## src/hdl/tccw_pkg.sv

```systemverilog
// Shared types and constants for the text console cell writer.
package tccw_pkg;

  // Field widths of the command and result words.
  localparam int CMD_W  = 2;
  localparam int CHAR_W = 8;
  localparam int ATTR_W = 8;
  localparam int ROW_W  = 5;
  localparam int COL_W  = 7;
  localparam int CELL_W = CHAR_W + ATTR_W;

  // Command codes.
  localparam logic [CMD_W-1:0] CMD_PUT       = 2'd0;
  localparam logic [CMD_W-1:0] CMD_BACKSPACE = 2'd1;
  localparam logic [CMD_W-1:0] CMD_CLEAR     = 2'd2;
  localparam logic [CMD_W-1:0] CMD_READ      = 2'd3;

  // Character codes with a special meaning.
  localparam logic [CHAR_W-1:0] CHAR_SPACE   = 8'h20;
  localparam logic [CHAR_W-1:0] CHAR_ERROR   = 8'h45;
  localparam logic [CHAR_W-1:0] CHAR_NEWLINE = 8'h0A;
  localparam logic [CHAR_W-1:0] CHAR_BLANK   = 8'h08;

  // Attribute used after reset and in place of a zero text attribute.
  localparam logic [ATTR_W-1:0] ATTR_DEFAULT     = 8'h0F;
  localparam logic [ATTR_W-1:0] ATTR_ERROR_RESET = 8'hF4;

  // Configuration register indexes.
  localparam int CFG_IDX_W = 1;
  localparam logic [CFG_IDX_W-1:0] CFG_TEXT_ATTR  = 1'b0;
  localparam logic [CFG_IDX_W-1:0] CFG_ERROR_ATTR = 1'b1;

  // Controller states.
  typedef enum logic [2:0] {
    ST_INIT,
    ST_IDLE,
    ST_EXEC,
    ST_SCROLL,
    ST_FILL,
    ST_DONE
  } state_t;

  // Commands from the controller to the datapath.
  typedef struct packed {
    logic load;
    logic exec;
    logic scroll_step;
    logic fill_step;
    logic fill_default;
    logic result_load;
  } dp_ctrl_t;

  // Status from the datapath to the controller.
  typedef struct packed {
    logic is_clear;
    logic need_scroll;
    logic scroll_last;
    logic fill_last;
    logic out_busy;
  } dp_status_t;

endpackage

```

## src/hdl/tccw_ctrl.sv

```systemverilog
// Controller state machine that sequences commands, scrolls, fills and results.
module tccw_ctrl (
  input  logic                 clk,
  input  logic                 rst,
  input  logic                 in_valid,
  output logic                 in_ready,
  input  tccw_pkg::dp_status_t status,
  output tccw_pkg::dp_ctrl_t   ctrl
);
  import tccw_pkg::*;

  state_t state;
  state_t state_next;

  // State register; reset starts the clearing pass.
  always_ff @(posedge clk) begin
    if (rst) begin
      state <= ST_INIT;
    end else begin
      state <= state_next;
    end
  end

  // Next state and datapath commands.
  always_comb begin
    state_next = state;
    in_ready   = 1'b0;
    ctrl       = '0;
    unique case (state)
      ST_INIT: begin
        ctrl.fill_step    = 1'b1;
        ctrl.fill_default = 1'b1;
        if (status.fill_last) begin
          state_next = ST_IDLE;
        end
      end
      ST_IDLE: begin
        in_ready = 1'b1;
        if (in_valid) begin
          ctrl.load  = 1'b1;
          state_next = ST_EXEC;
        end
      end
      ST_EXEC: begin
        ctrl.exec = 1'b1;
        if (status.is_clear) begin
          state_next = ST_FILL;
        end else if (status.need_scroll) begin
          state_next = ST_SCROLL;
        end else begin
          state_next = ST_DONE;
        end
      end
      ST_SCROLL: begin
        ctrl.scroll_step = 1'b1;
        if (status.scroll_last) begin
          state_next = ST_FILL;
        end
      end
      ST_FILL: begin
        ctrl.fill_step = 1'b1;
        if (status.fill_last) begin
          state_next = ST_DONE;
        end
      end
      ST_DONE: begin
        if (!status.out_busy) begin
          ctrl.result_load = 1'b1;
          state_next       = ST_IDLE;
        end
      end
      default: begin
        state_next = ST_INIT;
      end
    endcase
  end

endmodule

```

## config.mk

```make
export PLATFORM = sky130hd
export DESIGN_NAME = tccw_ctrl
export DESIGN_NICKNAME = d
export VERILOG_FILES = /design/src/hdl/tccw_pkg.sv /design/src/hdl/tccw_ctrl.sv
export SDC_FILE = /design/constraint.sdc
export NUM_CORES = 1
export LEC_CHECK = 0
export BUFFER_PORTS_ARGS = -buffer_cell sky130_fd_sc_hd__buf_2
export CORE_AREA = 2 2 39 41
export CTS_CLUSTER_SIZE = 20
export DETAILED_ROUTE_END_ITERATION = 10
export DIE_AREA = 0 0 41 43
export PLACE_DENSITY = 0.4
export SLEW_MARGIN = 20
export SYNTH_ARGS = -nofsm -noshare
export SYNTH_HDL_FRONTEND = slang
export SYNTH_SLANG_ARGS = --single-unit
```

## constraint.sdc

```tcl
create_clock -name clk -period 3.4 [get_ports clk]
set_input_delay 0.17 -clock clk [delete_from_list [all_inputs] [get_ports clk]]
set_output_delay 0.17 -clock clk [all_outputs]
set_load 0.01 [all_outputs]
```

==> results by group, run 1 <==
Power and ir drop
  • Sequential share of power: 0.301
  • Switching Share: 0.3252
  • Psw: 0.05060 mW
  • Max rail drop VDD: 0.1095 mV
  • PwrDens: 444.1 nW/um^2
  • LEAKAGE: 0.1717 nW
  • Clock power share: 0.401
  • PnR Total Power: 0.1556 mW
  • Internal Power: 0.1050 mW
  • Share of total power in combinational logic: 0.298

Timing
  • Finish-stage setup viols: 0
  • Clock skew: 0.002878 ns
  • Final cycle utilization of the critical path: 0.4318
  • Sum Neg Setup Slack: 0 ns
  • Slew Limit Headroom: 0.7295
  • Final hold viol count: 0
  • Max-slew violations: 0
  • Worst Setup Slack, final: 1.932 ns
  • RSZ-0062 raised after global routing: no
  • Max Clock Freq: 0.6812 GHz
  • Min Tclk post-route: 1.468 ns
  • Worst-Margin Slew: 0.4053 ns
  • Hold_ws: 0.1458 ns

Global route
  • Largest net degree at the start of global routing: 14
  • First-pass GRT wire length: 1.014 mm
  • Grt ovf: 0
  • Number of global-route vias before repair: 255
  • Initial antenna violation count: 0
  • Total GRT Usage: 0.08927

Finish
  • Layout Utilization: 0.2532
  • # diodes: 0
  • Layout cell share with drive strength beyond 1: 0.4043
  • Most frequent cells in the layout: buf_2, nor2_1, clkbuf_4, dfxtp_1
  • Max FFs per register: 3
  • Largest reg by FF count: state
  • Largest regs: state x3
  • Synth-to-Final Area Change: 47.37%
  • Final Net Count: 56
  • Non-Filler Instances: 63
  • Most common cell after layout, fill and taps aside: buf_2
  • Fill cells: 161
  • Design Area, Final: 350.3 sq um

Detailed routing
  • First drt pass iteration count: 4
  • Iter 0 DRT Violations: 5
  • Post-route ant nets: 0
  • Vias per cell: 4.540
  • Wire per inst: 10.08 um
  • DR DRC count: 0
  • DR vias: 286
  • Post-Route WL: 635 um

Placement
  • Post-detail-place hpwl: 498.1 um
  • Setup WS pre-CTS: 1.932 ns
  • Routability congestion estimate: 0.6661
  • # port buffers: 14
  • Placed cell count: 59
  • Placed Instance Area: 324.1 sq um

Clock network
  • Root buf cell: clkbuf_4
  • CTS clk-pin slew, worst paths: 0.04 ns
  • CTS H-Tree Depth: 1
  • CTS tree: built
  • Clock Path Buffers: 2
  • CTS Hold Bufs: 0
  • Clk_lat worst skew: 0.23 ns
  • # Post-CTS Setup Buffers: 0
  • Post-CTS resize count: 0
  • Clock buffer count from CTS: 3
  • Clock sinks: 3

Synth
  • Yosys Warn Count: 0
  • Post-synthesis sequential area ratio: 0.2526
  • Area leader, netlist: dfxtp_1
  • Synth top area share: 0.2526
  • Synth Cell Area: 237.7 sq um
  • Avg Synthesized Cell Area: 7.924 sq um
  • Syn Nets: 38
  • Cell variety after synth: 22
  • Synth top area cells: dfxtp_1, a311oi_2, mux2_4
  • Post-Syn Instances: 30
  • Synth Register Bits: 3

Floorplanning
  • Starting Density: 0.1718
  • CORE AREA: 1384 sq um
  • Die height: 43 um
  • IO Pins: 15
  • Die Span X: 41 um
  • FP Rows: 14
  • Die area: 1763 sq um

Worst setup path
  • Crit path launch type: register
  • CP Capture Type: register
  • Worst path max stage delay: 0.56 ns
  • WS Path Type: register to register
  • Worst path slowest cell: dfxtp_1
  • CP required: 3.52 ns
  • Critical path fanouts, max: 13
  • Crit path arrival time: 1.59 ns
  • Crit path cell chain: mux2_4, or2_1, a41o_1

Hold path
  • Worst min path class: input port to register

Run status
  • Status: finished, final reports clean

Job
  • Max_cap viols: 0
-- cell families (layout without fill, tap and decap cells) --
kind of cell	count (synthesis)	in the layout	synth area share
AND/OR/NAND/NOR	15	15	0.3632
AO/OA/AOI/OAI	7	7	0.2316
flip-flops	3	3	0.2526
buffers and inverters	3	20	0.04737
multiplexers	2	2	0.1052
-- path summary, 6_finish.rpt --
kind                  from  endpoint  slack, ns  cells past startpoint
setup reg to reg  state[1]  state[1]       1.93                      3
hold reg to reg   state[2]  state[1]       0.67                      2
setup / recovery  state[1]  state[1]       1.93                      3
hold / removal         rst  state[0]       0.15                      2
-- critical path, delay by kind of cell, from the launching register on --
kind	cells	cell delay [ns]
AND/OR/NAND/NOR	1	0.24
AO/OA/AOI/OAI	1	0.21
multiplexers	1	0.35
flip-flops	1	0.56
-- per-layer routing --
layer	up-vias	track usage	share of wire
met5	-	0	0
met4	0	0.1000	0.025
met3	2	0.01571	0.069
met2	10	0.1156	0.44
met1	128	0.1090	0.46
li1	146	-	-
-- power groups by stage --
stage,combinational [mW],sequential [mW],clock (mW)
4_1_cts,0.0467,0.0468,0.0658
6_report,0.0463,0.0469,0.0624
5_1_grt,0.0518,0.0481,0.0673
3_3_place_gp,0.0473,0.0477,0
2_1_floorplan,0.0317,0.0436,0
3_5_place_dp,0.0465,0.0475,0
-- final cells by class --
cell class	count	area, sq um	area share
well taps	16	20.02	0.05714
repair buffers	14	70.07	0.2000
flip-flops and latches	3	60.06	0.1714
inverters	2	7.507	0.02143
multi-input cells	24	166.4	0.4750
clock buffers	4	26.28	0.07500
-- synthesized netlist by cell type (all sizes together) --
master / n
a31oi: 1
and3: 2
and2: 1
nor2b: 1
clkbuf: 1
dfxtp: 3
o21ai: 2
inv: 2
nand2b: 1
mux2: 1
mux2i: 1
nor4b: 1
nor4: 1
nand2: 1
or2: 1
a21oi: 1
a41o: 1
a311oi: 1
or3b: 1
nor3: 2
o2111ai: 1
nor2: 3
(Power assumes the default switching activity.)
==> run 2, diff against run 1 <==
--- a/config.mk
+++ b/config.mk
@@ -5,12 +5,13 @@
 export SDC_FILE = /design/constraint.sdc
 export NUM_CORES = 1
 export LEC_CHECK = 0
+export ABC_AREA = 1
 export BUFFER_PORTS_ARGS = -buffer_cell sky130_fd_sc_hd__buf_2
 export CORE_AREA = 2 2 39 41
 export CTS_CLUSTER_SIZE = 20
 export DETAILED_ROUTE_END_ITERATION = 10
 export DIE_AREA = 0 0 41 43
-export PLACE_DENSITY = 0.4
+export PLACE_DENSITY = 0.44
 export SLEW_MARGIN = 20
 export SYNTH_ARGS = -nofsm -noshare
 export SYNTH_HDL_FRONTEND = slang
==> constraint.sdc (replaced) <==
create_clock -name clk -period 1.5 [get_ports clk]
set_input_delay 0.075 -clock clk [delete_from_list [all_inputs] [get_ports clk]]
set_output_delay 0.075 -clock clk [all_outputs]
set_load 0.01 [all_outputs]
==> results by group, run 2 <==
Run status
  • Status: finished, final reports clean

Hold path
  • Worst Hold Path Cells: 2
  • Worst min path class: input port to register

Synth
  • Synth top area share: 0.2087
  • Post-Syn Instances: 55
  • Top-count cell post-synth: inv_1
  • Synth Flop Type: dfxtp_1
  • Synth Register Bits: 3
  • Post-synth EDFFs: 0
  • Post-synthesis sequential area ratio: 0.2087
  • Area leader, netlist: dfxtp_1
  • Yosys Warn Count: 0
  • Synth Cell Area: 287.8 sq um
  • Synth top area cells: dfxtp_1, inv_1, nand2_1
  • Post-synth top cells: inv_1, nand2_1, nor2_1
  • Fraction of registers with async set/reset: 0
  • Syn Nets: 63
  • Cell variety after synth: 13
  • Avg Synthesized Cell Area: 5.232 sq um

Finish
  • Most frequent cells in the layout: buf_2, inv_1, nand2_1, nor2_1, nor2_2
  • Layout cell share with drive strength beyond 1: 0.3472
  • Synth-to-Final Area Change: 38.70%
  • Final Net Count: 81
  • Max FFs per register: 3
  • Most common cell after layout, fill and taps aside: buf_2
  • # diodes: 0
  • Fill cells: 168
  • Largest regs: state x3
  • Layout Utilization: 0.2884
  • Largest reg by FF count: state

Worst setup path
  • CP bufs+invs: 2
  • Crit path capture: ctrl[0]
  • Reg-to-reg endpoint: state[1]
  • Flop-to-flop setup slack: 0.35 ns
  • R2r worst-path depth: 7
  • Crit path top cell by count: nor2_1
  • Worst path max stage delay: 0.42 ns
  • Critical R2R Launch: state[2]
  • Worst path depth: 5
  • CP required: 1.42 ns
  • Critical path fanouts, max: 6
  • WS Path Type: register to output pin
  • Crit path arrival time: 1.17 ns
  • Delay-heaviest family, CP: flip-flops
  • Setup crit start: state[0]
  • Crit path cell chain: inv_1, nor2_1, nand2_1, nor2_1, buf_2
  • Worst path slowest cell: dfxtp_1
  • Crit path launch type: register
  • CP Capture Type: output pin

Global route
  • Grt ovf: 0
  • Number of global-route vias before repair: 306
  • Largest net degree at the start of global routing: 9
  • Initial antenna violation count: 0
  • First-pass GRT wire length: 1.124 mm
  • Total GRT Usage: 0.09719

Detailed routing
  • Vias per cell: 4.170
  • Iter 0 DRT Violations: 4
  • DR DRC count: 0
  • Post-route ant nets: 0
  • Post-Route WL: 730 um
  • First drt pass iteration count: 4
  • Wire per inst: 8.295 um
  • DR vias: 367

Power and ir drop
  • Max rail drop VDD: 0.5342 mV
  • LEAKAGE: 0.2376 nW
  • PnR Total Power: 0.7265 mW
  • PwrDens: 1820 nW/um^2

Job
  • Max_cap viols: 0

Timing
  • Worst-Margin Slew: 0.2787 ns
  • Max-slew violations: 0
  • Min Tclk post-route: 1.242 ns
  • Sum Neg Setup Slack: 0 ns
  • Max Clock Freq: 0.8050 GHz
  • RSZ-0062 raised after global routing: no
  • Clock skew: 0.001040 ns
  • Slew Limit Headroom: 0.8139
  • Hold_ws: 0.01194 ns
  • Final hold viol count: 0
  • Finish-stage setup viols: 0
  • Final cycle utilization of the critical path: 0.8282

Floorplanning
  • Die height: 43 um
  • Die area: 1763 sq um
  • FP Rows: 14
  • Die Span X: 41 um
  • Starting Density: 0.2080
  • IO Pins: 15
  • CORE AREA: 1384 sq um

Clock network
  • Clock buffer count from CTS: 3
  • CTS H-Tree Depth: 1
  • Clock Path Buffers: 2
  • Clk_lat worst skew: 0.23 ns
  • CTS Hold Bufs: 0
  • Post-CTS resize count: 0
  • CTS tree: built
  • # Post-CTS Setup Buffers: 0
  • Clock sinks: 3
  • CTS clk-pin slew, worst paths: 0.04 ns
  • Root buf cell: clkbuf_4

Placement
  • Routability congestion estimate: 0.6742
  • Post-detail-place hpwl: 611.3 um
  • # port buffers: 14
==> run 2: cell types whose count changed after synthesis, sizes merged, moves of 2 or more <==
cell	previous run	this run
and3	2	0
nand2	1	13
a21oi	1	3
nor2	3	15
inv	2	13
nand3	0	4
==> run 2: cell type report <==
class / count / area (sq um) / area share
multi-input cells: 38 / 173.9 / 0.4357
repair buffers: 14 / 70.07 / 0.1755
flip-flops and latches: 3 / 60.06 / 0.1505
inverters: 13 / 48.80 / 0.1223
clock buffers: 4 / 26.28 / 0.06583
well taps: 16 / 20.02 / 0.05016
==> run 2: through the flow <==
step | area, sq um | cells | worst slack [ns]
after floorplan | 287.8 | 55 | 0.4382
after global placement | 372.9 | 84 | 0.3643
after detailed placement | 372.9 | 84 | 0.3602
after CTS | 399.1 | 88 | 0.2397
after global routing | 399.1 | 88 | 0.1490
final | 399.1 | 88 | 0.2578
==> run 2: worst min-delay path by stage <==
stage	from	endpoint	slack [ns]
detailed placement	rst	state[2]	0.25
global placement	rst	state[2]	0.25
floorplan	rst	state[2]	0.14
global route	rst	state[2]	0.001
finish	rst	state[2]	0.01
CTS	rst	state[2]	0.003
==> run 2: cells by family (layout without fill, tap and decap cells) <==
family,count (synthesis),after routing,share of synthesized area
buffers and inverters,14,31,0.1869
AND/OR/NAND/NOR,34,34,0.5348
flip-flops,3,3,0.2087
AO/OA/AOI/OAI,4,4,0.06953
==> run 2: where the power goes <==
group	internal [mW]	switching (mW)	total, mW
Combinational	0.161	0.258	0.419
Sequential	0.111	0.0532	0.164
Clock	0.0998	0.0431	0.143
Total	0.372	0.354	0.727
==> run 2: per-layer routing <==
metal / vias to the layer above / GRT usage / share of wire
met4: 0 / 0.08000 / 0
met2: 12 / 0.1406 / 0.50
met3: 0 / 0.03141 / 0.084
li1: 197 / - / -
met1: 158 / 0.1086 / 0.42
met5: - / 0 / 0
==> run 3, diff against run 2 <==
==> constraint.sdc (replaced) <==
create_clock -name clk -period 1.2 [get_ports clk]
set_input_delay 0.06 -clock clk [delete_from_list [all_inputs] [get_ports clk]]
set_output_delay 0.06 -clock clk [all_outputs]
set_load 0.01 [all_outputs]
==> results by group, run 3 (synthesis gave the netlist of run 2 again) <==
Run status
  • Status: finished, final reports clean

Clock network
  • CTS H-Tree Depth: 1
  • Root buf cell: clkbuf_4
  • CTS tree: built
  • Clock Path Buffers: 2
  • Clock sinks: 3
  • Clock buffer count from CTS: 3
  • CTS clk-pin slew, worst paths: 0.03 ns
  • Clk_lat worst skew: 0.23 ns

Floorplanning
  • Die area: 1763 sq um
  • IO Pins: 15
  • CORE AREA: 1384 sq um
  • Die height: 43 um
  • FP Rows: 14
  • Starting Density: 0.2080
  • Die Span X: 41 um

Placement
  • # port buffers: 14
  • Placed Instance Area: 380.4 sq um
  • Routability congestion estimate: 0.7305
  • Post-detail-place hpwl: 630.9 um

Global route
  • Grt ovf: 0
  • Largest net degree at the start of global routing: 7
  • Number of global-route vias before repair: 347
  • Initial antenna violation count: 0
  • First-pass GRT wire length: 1.311 mm
  • Total GRT Usage: 0.1112

Timing
  • Final hold viol count: 0
  • Worst-Margin Slew: 0.1424 ns
  • Clock skew: 0.0005395 ns
  • Min Tclk post-route: 1.148 ns
  • Final cycle utilization of the critical path: 0.9567
  • Max Clock Freq: 0.8711 GHz
  • Sum Neg Setup Slack: 0 ns
  • Finish-stage setup viols: 0
  • Hold_ws: 0.1172 ns
  • RSZ-0062 raised after global routing: no
  • Max-slew violations: 0
  • Slew Limit Headroom: 0.9043

Hold path
  • Worst min path class: input port to register

Detailed routing
  • DR DRC count: 0
  • Post-route ant nets: 0
  • DR vias: 372
  • Iter 0 DRT Violations: 3
  • Vias per cell: 4.043
  • Wire per inst: 8.696 um
  • Post-Route WL: 800 um
  • First drt pass iteration count: 3

Finish
  • Design Area, Final: 466.7 sq um
  • Synth-to-Final Area Change: 62.17%
  • Most common cell after layout, fill and taps aside: buf_2
  • Largest reg by FF count: state
  • Layout Utilization: 0.3373
  • Max FFs per register: 3
  • Largest regs: state x3
  • Most frequent cells in the layout: buf_2, nand2_1, inv_1, nor2_1
  • Final Net Count: 85
  • # diodes: 0
  • Layout cell share with drive strength beyond 1: 0.4474

Worst setup path
  • Delay-heaviest family, CP: flip-flops
  • CP Capture Type: output pin
  • WS Path Type: register to output pin
  • CP bufs+invs: 2
  • CP required: 1.14 ns
  • Crit path cell chain: inv_1, nor2_2, nand2_1, nor2_1, buf_2
  • Crit path arrival time: 1.09 ns
  • Crit path launch type: register
  • Critical path fanouts, max: 6
  • Worst path max stage delay: 0.38 ns
  • Worst path slowest cell: dfxtp_4
  • Flop-to-flop setup slack: 0.10 ns

Power and ir drop
  • PnR Total Power: 1.055 mW
  • PwrDens: 2260 nW/um^2
  • Max rail drop VDD: 0.7370 mV
  • LEAKAGE: 0.2626 nW

Job
  • Max_cap viols: 0
[run 3: cell types whose count changed in the layout (fill, tap and decap cells not counted), sizes merged]
cell and change:
buf +3, dlygate4sd3 +1
[run 3: layer usage]
layer | vias up | part of all wire | GRT usage | wire (um)
met1 | 156 | 0.45 | 0.1342 | 358
met2 | 8 | 0.51 | 0.1688 | 410
li1 | 208 | - | - | -
met5 | - | 0 | 0 | 0
met3 | 0 | 0.040 | 0.03141 | 32
met4 | 0 | 0 | 0.06000 | 0
[run 3: where the power goes]
| group | internal [mW] | leakage [nW] | switching, mW |
|---|---|---|---|
| clock | 0.124 | 0.0150 | 0.0475 |
| combinational | 0.280 | 0.221 | 0.380 |
| sequential | 0.155 | 0.0264 | 0.0675 |
| total | 0.560 | 0.263 | 0.495 |
[run 3: worst min-delay path, cell delays in order]
cell,delay [ns]
buf_2,0.09
o21ai_1,0.06
inv_1,0.04
a21oi_1,0.05
[run 3: final cells by class]
type                    count  area, sq um
fillers                   167        917.1
repair buffers             18        108.9
multi-input cells          38        193.9
inverters                  13        48.80
flip-flops and latches      3        68.82
clock buffers               4        26.28
well taps                  16        20.02
[run 3: final timing paths]
| path | endpoint | depth (start not counted) | startpoint |
|---|---|---|---|
| hold / removal | state[2] | 4 | status[1] |
| setup reg to reg | state[0] | 7 | state[2] |
| hold reg to reg | state[1] | 2 | state[1] |
| setup / recovery | ctrl[0] | 5 | state[0] |
[run 3: repair_timing]
action,CTS,global route
resized for setup,5,7
hold buffers,1,0
pin swaps,1,1
endpoints found under the setup margin,2,7
buffers inserted,2,0
endpoints found under the hold margin,1,0
[run 3: per-stage QoR]
step	setup WS (ns)	instances
2_1_floorplan	0.1382	55
3_3_place_gp	0.05227	85
3_5_place_dp	0.08268	85
4_1_cts	0.006440	92
5_1_grt	0.005826	92
6_report	0.05196	92
